## config.mk

```make
export PLATFORM = sky130hd
export DESIGN_NAME = filtered_packet_receive_ring_core
export DESIGN_NICKNAME = d
export VERILOG_FILES = /design/src/rtl/frpr_pkg.sv /design/src/rtl/frpr_ram.sv /design/src/rtl/frpr_ctrl.sv /design/src/rtl/frpr_datapath.sv /design/src/rtl/filtered_packet_receive_ring_core.sv
export SDC_FILE = /design/constraint.sdc
export NUM_CORES = 2
export LEC_CHECK = 0
export BUFFER_PORTS_ARGS = -buffer_cell sky130_fd_sc_hd__buf_4
export CAP_MARGIN = 10
export CORE_ASPECT_RATIO = 1.25
export CORE_MARGIN = 2
export CORE_UTILIZATION = 55
export DETAILED_ROUTE_END_ITERATION = 6
export PLACE_DENSITY = 0.72
export SYNTH_ARGS = -nofsm -noshare
export SYNTH_HDL_FRONTEND = slang
export SYNTH_SLANG_ARGS = --single-unit
export TNS_END_PERCENT = 10
```

## constraint.sdc

```tcl
create_clock -name clk_i -period 5.23 [get_ports clk_i]
set_clock_uncertainty 0.2 [all_clocks]
set_input_delay 0.523 -clock clk_i [delete_from_list [all_inputs] [get_ports clk_i]]
set_output_delay 0.523 -clock clk_i [all_outputs]
set_load 0.005 [all_outputs]
```

## src/rtl/frpr_pkg.sv

```systemverilog
// Package for the filtered packet receive ring.
// Holds codes, defaults and the controller/datapath interface structs.
// No dependencies.
package frpr_pkg;

  // Default geometry of the ring.
  localparam int SLOTS_DEF        = 8;
  localparam int PACKET_BYTES_DEF = 32;

  // Field widths.
  localparam int ACT_W  = 2;
  localparam int KIND_W = 3;
  localparam int BYTE_W = 8;
  localparam int CNT_W  = 32;
  localparam int CFG_IDX_W  = 1;
  localparam int CFG_DATA_W = 8;

  // Input item actions.
  localparam logic [ACT_W-1:0] ACT_RX    = 2'd0;
  localparam logic [ACT_W-1:0] ACT_POP   = 2'd1;
  localparam logic [ACT_W-1:0] ACT_QUERY = 2'd2;
  localparam logic [ACT_W-1:0] ACT_NONE  = 2'd3;

  // Result kinds.
  localparam logic [KIND_W-1:0] KIND_STORED   = 3'd0;
  localparam logic [KIND_W-1:0] KIND_FILTERED = 3'd1;
  localparam logic [KIND_W-1:0] KIND_DROPPED  = 3'd2;
  localparam logic [KIND_W-1:0] KIND_DATA     = 3'd3;
  localparam logic [KIND_W-1:0] KIND_EMPTY    = 3'd4;
  localparam logic [KIND_W-1:0] KIND_READY    = 3'd5;

  // Configuration register indexes.
  localparam logic [CFG_IDX_W-1:0] REG_LOCAL_ID = 1'd0;
  localparam logic [CFG_IDX_W-1:0] REG_MONITOR  = 1'd1;

  // Byte offsets inside a packet and the wildcard frame type.
  localparam int ID_BYTE   = 4;
  localparam int TYPE_BYTE = 0;
  localparam logic [BYTE_W-1:0] ANY_TYPE = 8'd0;

  // Commands from the controller to the datapath.
  typedef struct packed {
    logic accept;     // item taken this cycle
    logic clr_step;   // write one zero entry of the clearing pass
    logic rd_id;      // read the id byte of the write slot
    logic fin_rx;     // judge the finished packet and post its result
    logic pop_rd;     // read the first byte of the head packet
    logic pop_out;    // post one popped byte and read the next
    logic empty_out;  // post the ring-empty result
    logic rd_type;    // read the type byte of the head packet
    logic q_out;      // post the ready answer
  } cmd_t;

  // Status from the datapath to the controller.
  typedef struct packed {
    logic clr_done;
    logic ring_empty;
    logic pop_last;
    logic out_free;
  } stat_t;

endpackage

```

## src/rtl/frpr_ram.sv

```systemverilog
// Generic single-write, single-read RAM with a registered read port.
// No dependencies.
module frpr_ram #(
  parameter int WIDTH = 8,
  parameter int DEPTH = 256
) (
  input  logic                     clk_i,
  input  logic                     we_i,
  input  logic [$clog2(DEPTH)-1:0] waddr_i,
  input  logic [WIDTH-1:0]         wdata_i,
  input  logic                     re_i,
  input  logic [$clog2(DEPTH)-1:0] raddr_i,
  output logic [WIDTH-1:0]         rdata_o
);

  logic [WIDTH-1:0] mem_q [DEPTH];
  logic [WIDTH-1:0] rdata_q;

  // Write port.
  always_ff @(posedge clk_i) begin
    if (we_i) begin
      mem_q[waddr_i] <= wdata_i;
    end
  end

  // Read port; the data holds until the next read.
  always_ff @(posedge clk_i) begin
    if (re_i) begin
      rdata_q <= mem_q[raddr_i];
    end
  end

  assign rdata_o = rdata_q;

endmodule

```

## src/rtl/frpr_ctrl.sv

```systemverilog
// Controller for the filtered packet receive ring.
// Sequences clearing, receive, pop and query; depends on frpr_pkg.
module frpr_ctrl
  import frpr_pkg::*;
(
  input  logic             clk_i,
  input  logic             rst_ni,
  input  logic             in_valid_i,
  output logic             in_stall_o,
  input  logic [ACT_W-1:0] action_i,
  input  logic             rx_last_i,
  input  stat_t            stat_i,
  output cmd_t             cmd_o
);

  localparam logic [2:0] S_CLEAR   = 3'd0;
  localparam logic [2:0] S_IDLE    = 3'd1;
  localparam logic [2:0] S_RX_RD   = 3'd2;
  localparam logic [2:0] S_RX_FIN  = 3'd3;
  localparam logic [2:0] S_POP_RD  = 3'd4;
  localparam logic [2:0] S_POP_OUT = 3'd5;
  localparam logic [2:0] S_EMPTY   = 3'd6;
  localparam logic [2:0] S_Q_OUT   = 3'd7;

  logic [2:0] state_q, state_d;
  logic       accept;

  // Items are taken only while idle.
  assign in_stall_o = (state_q != S_IDLE);
  assign accept     = in_valid_i && !in_stall_o;

  // Next state and commands.
  always_comb begin
    state_d = state_q;
    cmd_o   = '0;
    cmd_o.accept = accept;
    case (state_q)
      S_CLEAR: begin
        cmd_o.clr_step = 1'b1;
        if (stat_i.clr_done) begin
          state_d = S_IDLE;
        end
      end
      S_IDLE: begin
        if (accept) begin
          case (action_i)
            ACT_RX: begin
              if (rx_last_i) begin
                state_d = S_RX_RD;
              end
            end
            ACT_POP: begin
              state_d = stat_i.ring_empty ? S_EMPTY : S_POP_RD;
            end
            ACT_QUERY: begin
              cmd_o.rd_type = 1'b1;
              state_d = S_Q_OUT;
            end
            default: begin
              state_d = S_IDLE;
            end
          endcase
        end
      end
      S_RX_RD: begin
        cmd_o.rd_id = 1'b1;
        state_d = S_RX_FIN;
      end
      S_RX_FIN: begin
        if (stat_i.out_free) begin
          cmd_o.fin_rx = 1'b1;
          state_d = S_IDLE;
        end
      end
      S_POP_RD: begin
        cmd_o.pop_rd = 1'b1;
        state_d = S_POP_OUT;
      end
      S_POP_OUT: begin
        if (stat_i.out_free) begin
          cmd_o.pop_out = 1'b1;
          if (stat_i.pop_last) begin
            state_d = S_IDLE;
          end
        end
      end
      S_EMPTY: begin
        if (stat_i.out_free) begin
          cmd_o.empty_out = 1'b1;
          state_d = S_IDLE;
        end
      end
      S_Q_OUT: begin
        if (stat_i.out_free) begin
          cmd_o.q_out = 1'b1;
          state_d = S_IDLE;
        end
      end
      default: begin
        state_d = S_IDLE;
      end
    endcase
  end

  // State register; reset starts the clearing pass.
  always_ff @(posedge clk_i or negedge rst_ni) begin
    if (!rst_ni) begin
      state_q <= S_CLEAR;
    end else begin
      state_q <= state_d;
    end
  end

  // A result is posted only when the output register can take it.
  assert property (@(posedge clk_i) disable iff (!rst_ni)
    (cmd_o.fin_rx || cmd_o.pop_out || cmd_o.empty_out || cmd_o.q_out) |-> stat_i.out_free)
    else $error("result posted while output register busy");

  // A final pop byte always returns the controller to idle.
  assert property (@(posedge clk_i) disable iff (!rst_ni)
    (cmd_o.pop_out && stat_i.pop_last) |=> (state_q == S_IDLE))
    else $error("pop did not end after final byte");

  // The clearing pass hands over to idle and never comes back.
  assert property (@(posedge clk_i) disable iff (!rst_ni)
    (state_q != S_CLEAR) |=> (state_q != S_CLEAR))
    else $error("clearing pass reentered");

endmodule

```

## src/rtl/frpr_datapath.sv

```systemverilog
// Datapath for the filtered packet receive ring: packet store, ring pointers,
// counters, configuration and the output register. Depends on frpr_pkg, frpr_ram.
module frpr_datapath
  import frpr_pkg::*;
#(
  parameter int SLOTS        = SLOTS_DEF,
  parameter int PACKET_BYTES = PACKET_BYTES_DEF
) (
  input  logic                  clk_i,
  input  logic                  rst_ni,
  input  cmd_t                  cmd_i,
  output stat_t                 stat_o,
  input  logic [ACT_W-1:0]      action_i,
  input  logic [BYTE_W-1:0]     rx_byte_i,
  input  logic [BYTE_W-1:0]     query_type_i,
  input  logic                  cfg_we_i,
  input  logic [CFG_IDX_W-1:0]  cfg_idx_i,
  input  logic [CFG_DATA_W-1:0] cfg_data_i,
  output logic                  out_valid_o,
  input  logic                  out_stall_i,
  output logic [KIND_W-1:0]     result_kind_o,
  output logic [BYTE_W-1:0]     data_byte_o,
  output logic                  run_last_o,
  output logic                  ready_flag_o,
  output logic [CNT_W-1:0]      received_total_o,
  output logic [CNT_W-1:0]      lost_total_o
);

  localparam int DEPTH = SLOTS * PACKET_BYTES;
  localparam int AW    = $clog2(DEPTH);
  localparam int SW    = $clog2(SLOTS);
  localparam int PW    = $clog2(PACKET_BYTES + 1);
  localparam int IW    = $clog2(PACKET_BYTES);

  // Ring state.
  logic [SW-1:0]     wslot_q, rslot_q;
  logic [PW-1:0]     pos_q;
  logic              full_q, empty_q;
  logic [CNT_W-1:0]  pkt_cnt_q, lost_cnt_q;
  logic [IW-1:0]     idx_q;
  logic [AW-1:0]     clr_cnt_q;
  logic [BYTE_W-1:0] local_id_q;
  logic              monitor_q;
  logic [BYTE_W-1:0] qtype_q;

  // Output register.
  logic              out_valid_q;
  logic [KIND_W-1:0] kind_q;
  logic [BYTE_W-1:0] data_q;
  logic              last_q;
  logic              ready_q;

  logic              out_free;
  logic              load;
  logic [SW-1:0]     wslot_nx, rslot_nx;
  logic [AW-1:0]     wbase, rbase;
  logic              pos_room;
  logic              pop_last;
  logic              filtered;

  // RAM ports.
  logic              ram_we, ram_re;
  logic [AW-1:0]     ram_waddr, ram_raddr;
  logic [BYTE_W-1:0] ram_wdata, ram_rdata;

  assign out_free = !out_valid_q || !out_stall_i;
  assign load     = cmd_i.fin_rx || cmd_i.pop_out || cmd_i.empty_out || cmd_i.q_out;

  assign wslot_nx = (wslot_q == SW'(SLOTS - 1)) ? '0 : wslot_q + 1'b1;
  assign rslot_nx = (rslot_q == SW'(SLOTS - 1)) ? '0 : rslot_q + 1'b1;
  assign wbase    = AW'(wslot_q) * AW'(PACKET_BYTES);
  assign rbase    = AW'(rslot_q) * AW'(PACKET_BYTES);
  assign pos_room = (pos_q < PW'(PACKET_BYTES));
  assign pop_last = (idx_q == IW'(PACKET_BYTES - 1));
  assign filtered = !monitor_q && (ram_rdata != local_id_q);

  assign stat_o.clr_done   = (clr_cnt_q == AW'(DEPTH - 1));
  assign stat_o.ring_empty = empty_q;
  assign stat_o.pop_last   = pop_last;
  assign stat_o.out_free   = out_free;

  // Write port: the clearing pass, or a received byte with room in a free ring.
  always_comb begin
    ram_we    = 1'b0;
    ram_waddr = wbase + AW'(pos_q);
    ram_wdata = rx_byte_i;
    if (cmd_i.clr_step) begin
      ram_we    = 1'b1;
      ram_waddr = clr_cnt_q;
      ram_wdata = '0;
    end else if (cmd_i.accept && (action_i == ACT_RX) && pos_room && !full_q) begin
      ram_we = 1'b1;
    end
  end

  // Read port: id byte, type byte, or the next byte of a pop.
  always_comb begin
    ram_re    = 1'b0;
    ram_raddr = rbase + AW'(TYPE_BYTE);
    if (cmd_i.rd_id) begin
      ram_re    = 1'b1;
      ram_raddr = wbase + AW'(ID_BYTE);
    end else if (cmd_i.pop_rd) begin
      ram_re    = 1'b1;
      ram_raddr = rbase;
    end else if (cmd_i.pop_out && !pop_last) begin
      ram_re    = 1'b1;
      ram_raddr = rbase + AW'(idx_q) + AW'(1);
    end else if (cmd_i.rd_type) begin
      ram_re    = 1'b1;
      ram_raddr = rbase + AW'(TYPE_BYTE);
    end
  end

  frpr_ram #(
    .WIDTH (BYTE_W),
    .DEPTH (DEPTH)
  ) u_store (
    .clk_i   (clk_i),
    .we_i    (ram_we),
    .waddr_i (ram_waddr),
    .wdata_i (ram_wdata),
    .re_i    (ram_re),
    .raddr_i (ram_raddr),
    .rdata_o (ram_rdata)
  );

  // Configuration registers.
  always_ff @(posedge clk_i or negedge rst_ni) begin
    if (!rst_ni) begin
      local_id_q <= '0;
      monitor_q  <= 1'b0;
    end else if (cfg_we_i) begin
      case (cfg_idx_i)
        REG_LOCAL_ID: local_id_q <= cfg_data_i;
        REG_MONITOR:  monitor_q  <= cfg_data_i[0];
        default: begin
          local_id_q <= local_id_q;
        end
      endcase
    end
  end

  // Query type is held from acceptance until the answer.
  always_ff @(posedge clk_i) begin
    if (cmd_i.accept) begin
      qtype_q <= query_type_i;
    end
  end

  // Clearing pass address counter.
  always_ff @(posedge clk_i or negedge rst_ni) begin
    if (!rst_ni) begin
      clr_cnt_q <= '0;
    end else if (cmd_i.clr_step && !stat_o.clr_done) begin
      clr_cnt_q <= clr_cnt_q + 1'b1;
    end
  end

  // Byte position within the packet being received.
  always_ff @(posedge clk_i or negedge rst_ni) begin
    if (!rst_ni) begin
      pos_q <= '0;
    end else if (cmd_i.fin_rx) begin
      pos_q <= '0;
    end else if (cmd_i.accept && (action_i == ACT_RX) && pos_room) begin
      pos_q <= pos_q + 1'b1;
    end
  end

  // Pop byte index.
  always_ff @(posedge clk_i or negedge rst_ni) begin
    if (!rst_ni) begin
      idx_q <= '0;
    end else if (cmd_i.pop_rd) begin
      idx_q <= '0;
    end else if (cmd_i.pop_out && !pop_last) begin
      idx_q <= idx_q + 1'b1;
    end
  end

  // Ring pointers, flags and counters.
  always_ff @(posedge clk_i or negedge rst_ni) begin
    if (!rst_ni) begin
      wslot_q    <= '0;
      rslot_q    <= '0;
      full_q     <= 1'b0;
      empty_q    <= 1'b1;
      pkt_cnt_q  <= '0;
      lost_cnt_q <= '0;
    end else begin
      if (cmd_i.fin_rx) begin
        pkt_cnt_q <= pkt_cnt_q + 1'b1;
        if (!filtered) begin
          if (full_q) begin
            lost_cnt_q <= lost_cnt_q + 1'b1;
          end else begin
            wslot_q <= wslot_nx;
            full_q  <= (wslot_nx == rslot_q);
            empty_q <= 1'b0;
          end
        end
      end
      if (cmd_i.pop_out && pop_last) begin
        rslot_q <= rslot_nx;
        empty_q <= (rslot_nx == wslot_q);
        full_q  <= 1'b0;
      end
    end
  end

  // Output valid.
  always_ff @(posedge clk_i or negedge rst_ni) begin
    if (!rst_ni) begin
      out_valid_q <= 1'b0;
    end else if (load) begin
      out_valid_q <= 1'b1;
    end else if (!out_stall_i) begin
      out_valid_q <= 1'b0;
    end
  end

  // Output payload.
  always_ff @(posedge clk_i) begin
    if (load) begin
      data_q  <= '0;
      last_q  <= 1'b1;
      ready_q <= 1'b0;
      if (cmd_i.fin_rx) begin
        kind_q <= filtered ? KIND_FILTERED : (full_q ? KIND_DROPPED : KIND_STORED);
      end else if (cmd_i.pop_out) begin
        kind_q <= KIND_DATA;
        data_q <= ram_rdata;
        last_q <= pop_last;
      end else if (cmd_i.q_out) begin
        kind_q  <= KIND_READY;
        ready_q <= !empty_q && ((qtype_q == ANY_TYPE) || (ram_rdata == qtype_q));
      end else begin
        kind_q <= KIND_EMPTY;
      end
    end
  end

  assign out_valid_o      = out_valid_q;
  assign result_kind_o    = kind_q;
  assign data_byte_o      = data_q;
  assign run_last_o       = last_q;
  assign ready_flag_o     = ready_q;
  assign received_total_o = pkt_cnt_q;
  assign lost_total_o     = lost_cnt_q;

  // The ring is never full and empty at once.
  assert property (@(posedge clk_i) disable iff (!rst_ni)
    !(full_q && empty_q))
    else $error("ring full and empty together");

  // Full or empty only when the two slots meet.
  assert property (@(posedge clk_i) disable iff (!rst_ni)
    (full_q || empty_q) |-> (wslot_q == rslot_q))
    else $error("ring flag set with slots apart");

  // A dropped packet raises the lost count by one.
  assert property (@(posedge clk_i) disable iff (!rst_ni)
    (cmd_i.fin_rx && !filtered && full_q) |=> (lost_cnt_q == $past(lost_cnt_q) + 1'b1))
    else $error("dropped packet not counted");

endmodule

```

## src/rtl/filtered_packet_receive_ring_core.sv

```systemverilog
// Top level of the filtered packet receive ring.
// Depends on frpr_pkg, frpr_ctrl, frpr_datapath (which holds frpr_ram).
//
// The input channel carries one item per handshake: a received byte, a pop
// of the head packet, or a ready query. The output channel carries results.
// Both channels use valid and stall; an item moves when valid is high and
// stall is low. Configuration (station id, monitor mode) is written through
// a plain write port, by the user only while the block is idle; unenforced.
// After reset the packet store is cleared, one entry a cycle, through all
// SLOTS * PACKET_BYTES entries (256 at the default size); no item is taken
// during that time.
// A non-final received byte gives no result. For a final byte the item is
// accepted, the store is read through its single registered read port, and
// the result is loaded into the output register. For a query the store is
// read in the cycle the item is accepted, and the answer is loaded once the
// output register is free. A pop reads its first byte in a read state and
// then posts one byte a cycle while the output register is free; a pop from
// an empty ring posts the ring-empty result. A new item may be accepted while
// the last result still waits in the output register. A stalled receiver
// holds the result and the block waits before posting the next one.
module filtered_packet_receive_ring_core
  import frpr_pkg::*;
#(
  parameter int SLOTS        = SLOTS_DEF,
  parameter int PACKET_BYTES = PACKET_BYTES_DEF
) (
  input  logic                  clk_i,
  input  logic                  rst_ni,
  input  logic                  in_valid_i,
  output logic                  in_stall_o,
  input  logic [ACT_W-1:0]      action_i,
  input  logic [BYTE_W-1:0]     rx_byte_i,
  input  logic                  rx_last_i,
  input  logic [BYTE_W-1:0]     query_type_i,
  output logic                  out_valid_o,
  input  logic                  out_stall_i,
  output logic [KIND_W-1:0]     result_kind_o,
  output logic [BYTE_W-1:0]     data_byte_o,
  output logic                  run_last_o,
  output logic                  ready_flag_o,
  output logic [CNT_W-1:0]      received_total_o,
  output logic [CNT_W-1:0]      lost_total_o,
  input  logic                  cfg_we_i,
  input  logic [CFG_IDX_W-1:0]  cfg_idx_i,
  input  logic [CFG_DATA_W-1:0] cfg_data_i
);

  cmd_t  cmd;
  stat_t stat;

  // Sequencer.
  frpr_ctrl u_ctrl (
    .clk_i      (clk_i),
    .rst_ni     (rst_ni),
    .in_valid_i (in_valid_i),
    .in_stall_o (in_stall_o),
    .action_i   (action_i),
    .rx_last_i  (rx_last_i),
    .stat_i     (stat),
    .cmd_o      (cmd)
  );

  // Store, pointers, counters and output register.
  frpr_datapath #(
    .SLOTS        (SLOTS),
    .PACKET_BYTES (PACKET_BYTES)
  ) u_datapath (
    .clk_i            (clk_i),
    .rst_ni           (rst_ni),
    .cmd_i            (cmd),
    .stat_o           (stat),
    .action_i         (action_i),
    .rx_byte_i        (rx_byte_i),
    .query_type_i     (query_type_i),
    .cfg_we_i         (cfg_we_i),
    .cfg_idx_i        (cfg_idx_i),
    .cfg_data_i       (cfg_data_i),
    .out_valid_o      (out_valid_o),
    .out_stall_i      (out_stall_i),
    .result_kind_o    (result_kind_o),
    .data_byte_o      (data_byte_o),
    .run_last_o       (run_last_o),
    .ready_flag_o     (ready_flag_o),
    .received_total_o (received_total_o),
    .lost_total_o     (lost_total_o)
  );

endmodule

```

Yosys cells after proc, flatten, opt, wreduce, memory -nomap -nowiden
Memory sizes are Yosys's and may differ from the RTL's. A register that Yosys moved wholly into a read port is not among the register bits.
Index checks and enable logic that the tools add are counted.
- register bits after elaboration: 125
- RAM bits: 2048
- input bits: 33
- output and inout bits: 79
- word-level logic and storage cells: 155
- memories: 1
- memories (name ; depth ; width ; read ports ; clocked after memory_dff ; write ports ; RTL line ; RTL):
    u_datapath.u_store.mem_q ; 256 ; 8 ; 1 ; 1 ; 1 ; frpr_ram.sv:16 ; logic [WIDTH-1:0] mem_q [DEPTH];
- add/subtract/negate cells: 11
- order comparisons: 1
- equality and inequality tests: 27
- mux-type cells: 54
- bitwise operators: 5
- reduce and logical (&&, ||, !) cells: 38
- operator list (operator ; number):
    $add 32x1->32 const B ; 2
    $mux 8 ; 5
    $mux 3 ; 11
    $mux 1 ; 30
    $eq 3x3->1 const B ; 6
    $pmux 3 s6 ; 1
    $add 8x1->8 const B ; 2
    $mux 6 ; 2
    $ne 2x1->1 const B ; 6
    $mux 5 ; 2
    $logic_and 1x1->1 ; 9
    $pmux 3 s3 ; 1
    $reduce_and 3->1 ; 3
    $add 8x3->8 const B ; 1
    $add 8x5->8 ; 1
    $add 8x6->8 ; 1
    $eq 8x8->1 ; 1
    $eq 8x8->1 const B ; 1
    $logic_not 1->1 ; 8
    $logic_not 8->1 ; 1
    $ne 8x8->1 ; 1
    $add 3x1->3 const B ; 2
    $add 6x1->6 const B ; 1
    $eq 3x2->1 const B ; 2
    other kinds (20) ; 36

Logic depth before layout (Yosys ltp)
- word-level depth: 10
- depth in mapped cells: 17

Modules after synthesis
A second synthesis with hierarchy kept.
- cells, all modules: 4293
- area, all modules: 85908.6 sq um
- by module, submodules not included (module ; times used ; cells an instance ; area an instance (sq um) ; sequential area each (sq um)):
    frpr_ram ; 1 ; 3733 ; 79636.4 ; 61739.2
    frpr_datapath ; 1 ; 521 ; 5958.2 ; 3159.3
    frpr_ctrl ; 1 ; 39 ; 314.1 ; 75.1

Least setup slack after synthesis
Ideal clock, no wire load.
- path kind: reg-to-reg
- from: register u_ctrl.state_q[1]
- to: memory u_datapath.u_store.mem_q[0][0], data pin
- library setup time: 0.869 ns
- arrival time: 4.632 ns
- data required time: 4.161 ns
- slack: -0.471 ns
- stages on the path, launching flop included: 6
- period minus slack after synthesis: 5.701 ns
- cell sequence: dfrtp_1 -> clkbuf_1 -> or3_1 -> clkbuf_1 -> clkbuf_1 -> and2_1
- cells in the longest elaborated chain, start to end: 3
- RTL lines (element ; RTL line ; RTL):
    start: declaration ; frpr_ctrl.sv:25 ; logic [2:0] state_q, state_d;
    start signal: assignment ; frpr_ctrl.sv:110 ; state_q <= state_d;
    $logic_not 3->1 ; frpr_ctrl.sv:37 ; case (state_q)
    $mux 1 ; frpr_ctrl.sv:37 ;
    $mux 8 ; frpr_datapath.sv:87 ; if (cmd_i.clr_step) begin
    via u_datapath.ram_wdata[0] ; frpr_datapath.sv:64 ; logic [BYTE_W-1:0] ram_wdata, ram_rdata;
    end: declaration ; frpr_ram.sv:16 ;
The timed path passes the listed nets, and every way through them passes these cells.

Final worst setup path
- from: register u_datapath.idx_q[0]
- to: register u_datapath.u_store.rdata_q[1] (netlist: u_datapath.u_store.rdata_o[1]) (read register of u_datapath.u_store.mem_q), data pin
- cells in the longest elaborated chain, start to end: 6
- RTL lines (element ; RTL line ; RTL):
    start: declaration ; frpr_datapath.sv:40 ; logic [IW-1:0] idx_q;
    start signal: assignment ; frpr_datapath.sv:178 ; idx_q <= idx_q + 1'b1;
    $eq 5x5->1 * ; frpr_datapath.sv:74 ; assign pop_last = (idx_q == IW'(PACKET_BYTES - 1));
    via u_datapath.pop_last ; frpr_datapath.sv:58 ; logic pop_last;
    $logic_not 1->1 * ; frpr_datapath.sv:106 ; end else if (cmd_i.pop_out && !pop_last) begin
    $logic_and 1x1->1 * ; frpr_datapath.sv:106 ;
    $mux 8 or $mux 1 (tied branches) ; frpr_datapath.sv:106 ;
    $mux 8 or $mux 1 (tied branches) ; frpr_datapath.sv:103 ; end else if (cmd_i.pop_rd) begin
    $mux 8 or $mux 1 (tied branches) ; frpr_datapath.sv:100 ; if (cmd_i.rd_id) begin
    end: declaration ; frpr_ram.sv:17 ; logic [WIDTH-1:0] rdata_q;
Mark *: on every way through the listed nets, which the timed path passes. The rest lies on a longest branch.
A chain may end at the register's enable or synchronous reset.

==> reports/results.tsv <==
stage	metric	value	unit
clock_network	H-tree Lvls	4	
yosys	YS warnings	0	
global_route	total track usage	0.293	
critical_path	Max Fanout on Critical Path	28	
critical_path	Crit path buffers/inverters	2	
critical_path	WS Path Type	flip-flop to flip-flop	
critical_path	CP endpoint kind	flip-flop	
detailed_routing	WL final	241000	um
yosys	synth unique cells	66	
critical_path	critical path's largest stage delay	0.66	ns
detailed_routing	Routed Antenna Nets	0	
yosys	Synth Cell Area	87300	um2
floorplan	Die Y-Extent	450	um
timing	Final WS setup	0.0579	ns
worst_hold_path	Worst Hold Class	primary input to flip-flop	
critical_path	critical path, cell by cell	ha_1 -> and3_1 -> ha_1 -> nor4bb_2 -> buf_4 -> nand3_2 -> nor2_4 -> buf_12 -> a31oi_1 -> o2111ai_1 -> nand4_1 -> a311oi_1	
detailed_routing	1st-iter DRT viols	8222	
placement	HPWL Detailed	148000	um
yosys	Synth Register Bits	2181	
clock_network	Worst-Skew Late Latency	0.82	ns
yosys	register area share after synthesis	0.744	
yosys	mux contribution to synthesized area	0.0257	
floorplan	core area	158000	um2
detailed_routing	DR vias/cell	6.28	
power_and_ir_drop	leakage power	0.0337	uW
global_route	grt total ovfl	0	
yosys	asr flop ratio synth	0.0477	
global_route	initial antenna violation count	6	
floorplan	Die Footprint	162000	um2
yosys	mean post-synth cell area	13.1	um2
floorplan	placement row count	163	
placement	port bufs	111	
timing	unrepaired setup endpoints after global routing	false	
detailed_routing	DRC	0	
global_route	vias in the first global route	55400	
timing	Final Hold Fails	0	
cells_and_area	final net count	6980	
outcome	status	completed	
floorplan	num ports	112	
placement	RePlAce Congestion	0.934	
clock_network	CTS tree	yes	
global_route	first-pass GRT wire length	356000	um
timing	Slew Viols, Final	0	
cells_and_area	Syn-to-layout area delta	13.2	%
yosys	largest family of logic cells by synthesized area	simple AND/OR/NAND/NOR gates	
clock_network	number of gates resized after cts	0	
yosys	area leader, netlist	edfxtp_1	
yosys	top cells by area, synth	edfxtp_1 (71%), nand2_1 (7.4%), nand3_1 (5.1%)	
timing	fin crit share	0.989	
critical_path	Slowest-stage cell, CP	nor2_4	
detailed_routing	TritonRoute pass-1 iters	6	
power_and_ir_drop	maximum VDD drop	407	uV
timing	max_slew headroom	0.148	
timing	f_max	193	MHz
clock_network	CTS buffer count	192	
timing	setup TNS	0	ns
yosys	XOR/XNOR share of the synthesized area	0.00993	
clock_network	CTS Sinks	2181	
yosys	Adder-Cell Fraction of Synth Area	0.00229	
floorplan	die width	360	um
critical_path	Startpoint Class	flip-flop	
run	max capacitance violation total	0	
timing	Slew @ Worst Pin	1.27	ns
yosys	Synth top area share	0.714	
yosys	Synth Area in Compound Gates	0.0364	
global_route	largest net degree at the start of global routing	147	
clock_network	CTS root buf	clkbuf_16	
yosys	Post-Synth Simple-Gate Area	0.161	
power_and_ir_drop	PD cells	443	nW/um2
critical_path	CP top delay family	simple AND/OR/NAND/NOR gates	
yosys	Synth top cells by count	edfxtp_1 (2077), nand2_1 (1723), nand3_1 (890), nor2_1 (310), mux2i_1 (204)	
detailed_routing	Vias	57400	
critical_path	critical path data arrival time	5.61	ns
clock_network	clk slew on worst S/H paths	0.07	ns
detailed_routing	wire per inst	26.4	um
yosys	Mapped Cells	6664	
critical_path	Critical Path RT	5.66	ns
yosys	Post-Synthesis Net Count	6713	
placement	DP Worst Slack	0.0742	ns
clock_network	clk buf depth	3	
yosys	predominant post-synthesis flop cell	edfxtp_1	
yosys	most frequent cell after synthesis	edfxtp_1	
critical_path	Top cell by count, worst path	ha_1	
floorplan	starting density of the core	0.553	
yosys	EDFF count, synth	2077	
power_and_ir_drop	total power	43800	uW
cells_and_area	layout cell share with drive strength beyond 1	0.112	
timing	Period minus WS final	5.17	ns
timing	Final setup viols	0	
[sequential cells by signal, summed over array words and instances (netlist names), 3 cells and up]
register and count:
u_datapath.u_store.mem_q 2048, u_datapath.lost_total_o 32, u_datapath.received_total_o 32, u_datapath.clr_cnt_q 8
u_datapath.data_byte_o 8, u_datapath.local_id_q 8, u_datapath.qtype_q 8, u_datapath.u_store.rdata_o 8
u_datapath.pos_q 6, u_datapath.idx_q 5, u_ctrl.state_q 3, u_datapath.result_kind_o 3
u_datapath.rslot_q 3, u_datapath.wslot_q 3
[metal layers]
| layer | part of all wire | GRT usage | vias up |
|---|---|---|---|
| met1 | 0.36 | 0.382 | 28300 |
| li1 | - | - | 25000 |
| met4 | 0.056 | 0.148 | 6 |
| met3 | 0.10 | 0.0538 | 628 |
| met5 | 0.00014 | 0 | - |
| met2 | 0.48 | 0.476 | 3504 |
[report_power, final]
part           switching (uW)  leakage (uW)  internal [uW]
sequential                344        0.0201          20200
clock                    6170       0.00289           7410
combinational            6730        0.0107           2850
total                   13200        0.0337          30500
[through the flow]
step                      instances  hold slack, ns  instance area [um2]   util
after floorplan                6664          0.0274                87400      -
after global placement         8765           0.260                92700  0.587
after detailed placement       8766           0.275                92700  0.587
after CTS                      9139          0.0129                98800  0.626
after global routing           9145          0.0742                98900  0.626
final                          9146          0.0575                98900  0.626
[final timing paths]
kind	start	to	slack, ns	cells past startpoint
min reg2reg	u_datapath.lost_total_o[31]$_DFFE_PN0P_	u_datapath.lost_total_o[31]$_DFFE_PN0P_	0.28	1
min in group asynchronous	rst_ni	u_datapath.lost_total_o[31]$_DFFE_PN0P_	0.10	2
max	u_datapath.idx_q[0]$_DFFE_PN0P_	u_datapath.u_store.rdata_o[1]$_DFFE_PP_	0.06	12
min	in_valid_i	u_ctrl.state_q[0]$_DFFE_PN0P_	0.06	4
max reg2reg	u_datapath.idx_q[0]$_DFFE_PN0P_	u_datapath.u_store.rdata_o[1]$_DFFE_PP_	0.06	12
max in group asynchronous	rst_ni	u_datapath.received_total_o[19]$_DFFE_PN0P_	3.61	3
[worst register-to-register path, cell delays in order (launching register included)]
cell and delay, ns:
dfrtp_1 0.44, ha_1 0.30, and3_1 0.21, ha_1 0.25
nor4bb_2 0.29, buf_4 0.22, nand3_2 0.46, nor2_4 0.67
buf_12 0.29, a31oi_1 0.24, o2111ai_1 0.42, nand4_1 0.59
a311oi_1 0.40
[area by class of cell]
type                    count  area, um2
flip-flops and latches   2181      65000
diodes                      2       5.00
repair buffers            491       4620
multi-input cells        4059      20800
clock buffers             241       5080
fillers                 11300      59000
well taps                2062       2580
clock inverters           104        815
inverters                   6       22.5
[cell families after synthesis]
logic type | Yosys count
xor gates and xnor gates | 99
DFF | 2181
adders and majority gates | 16
and+or+nand+nor | 3233
AOI/OAI and AO/OA | 489
buffers and inverters | 424
muxes | 222
[cell usage in the layout, fill, tap and decap left out, types with 80 or more instances in the layout]
| cell | instances |
|---|---|
| a21oi_1 | 80 |
| a31oi_1 | 168 |
| and3_1 | 105 |
| buf_4 | 393 |
| clkbuf_16 | 196 |
| dfrtp_1 | 103 |
| edfxtp_1 | 2077 |
| mux2i_1 | 204 |
| nand2_1 | 1716 |
| nand3_1 | 889 |
| nand4_1 | 96 |
| nor2_1 | 308 |
| o22ai_1 | 103 |
[what timing repair did]
| action | CTS | global route |
|---|---|---|
| endpoints found under the hold margin | 74 | 0 |
| buffers inserted | 0 | 5 |
| setup endpoints to repair | 0 | 4 |
| hold buffers | 28 | 0 |
Power figures use the tool's default switching activity.
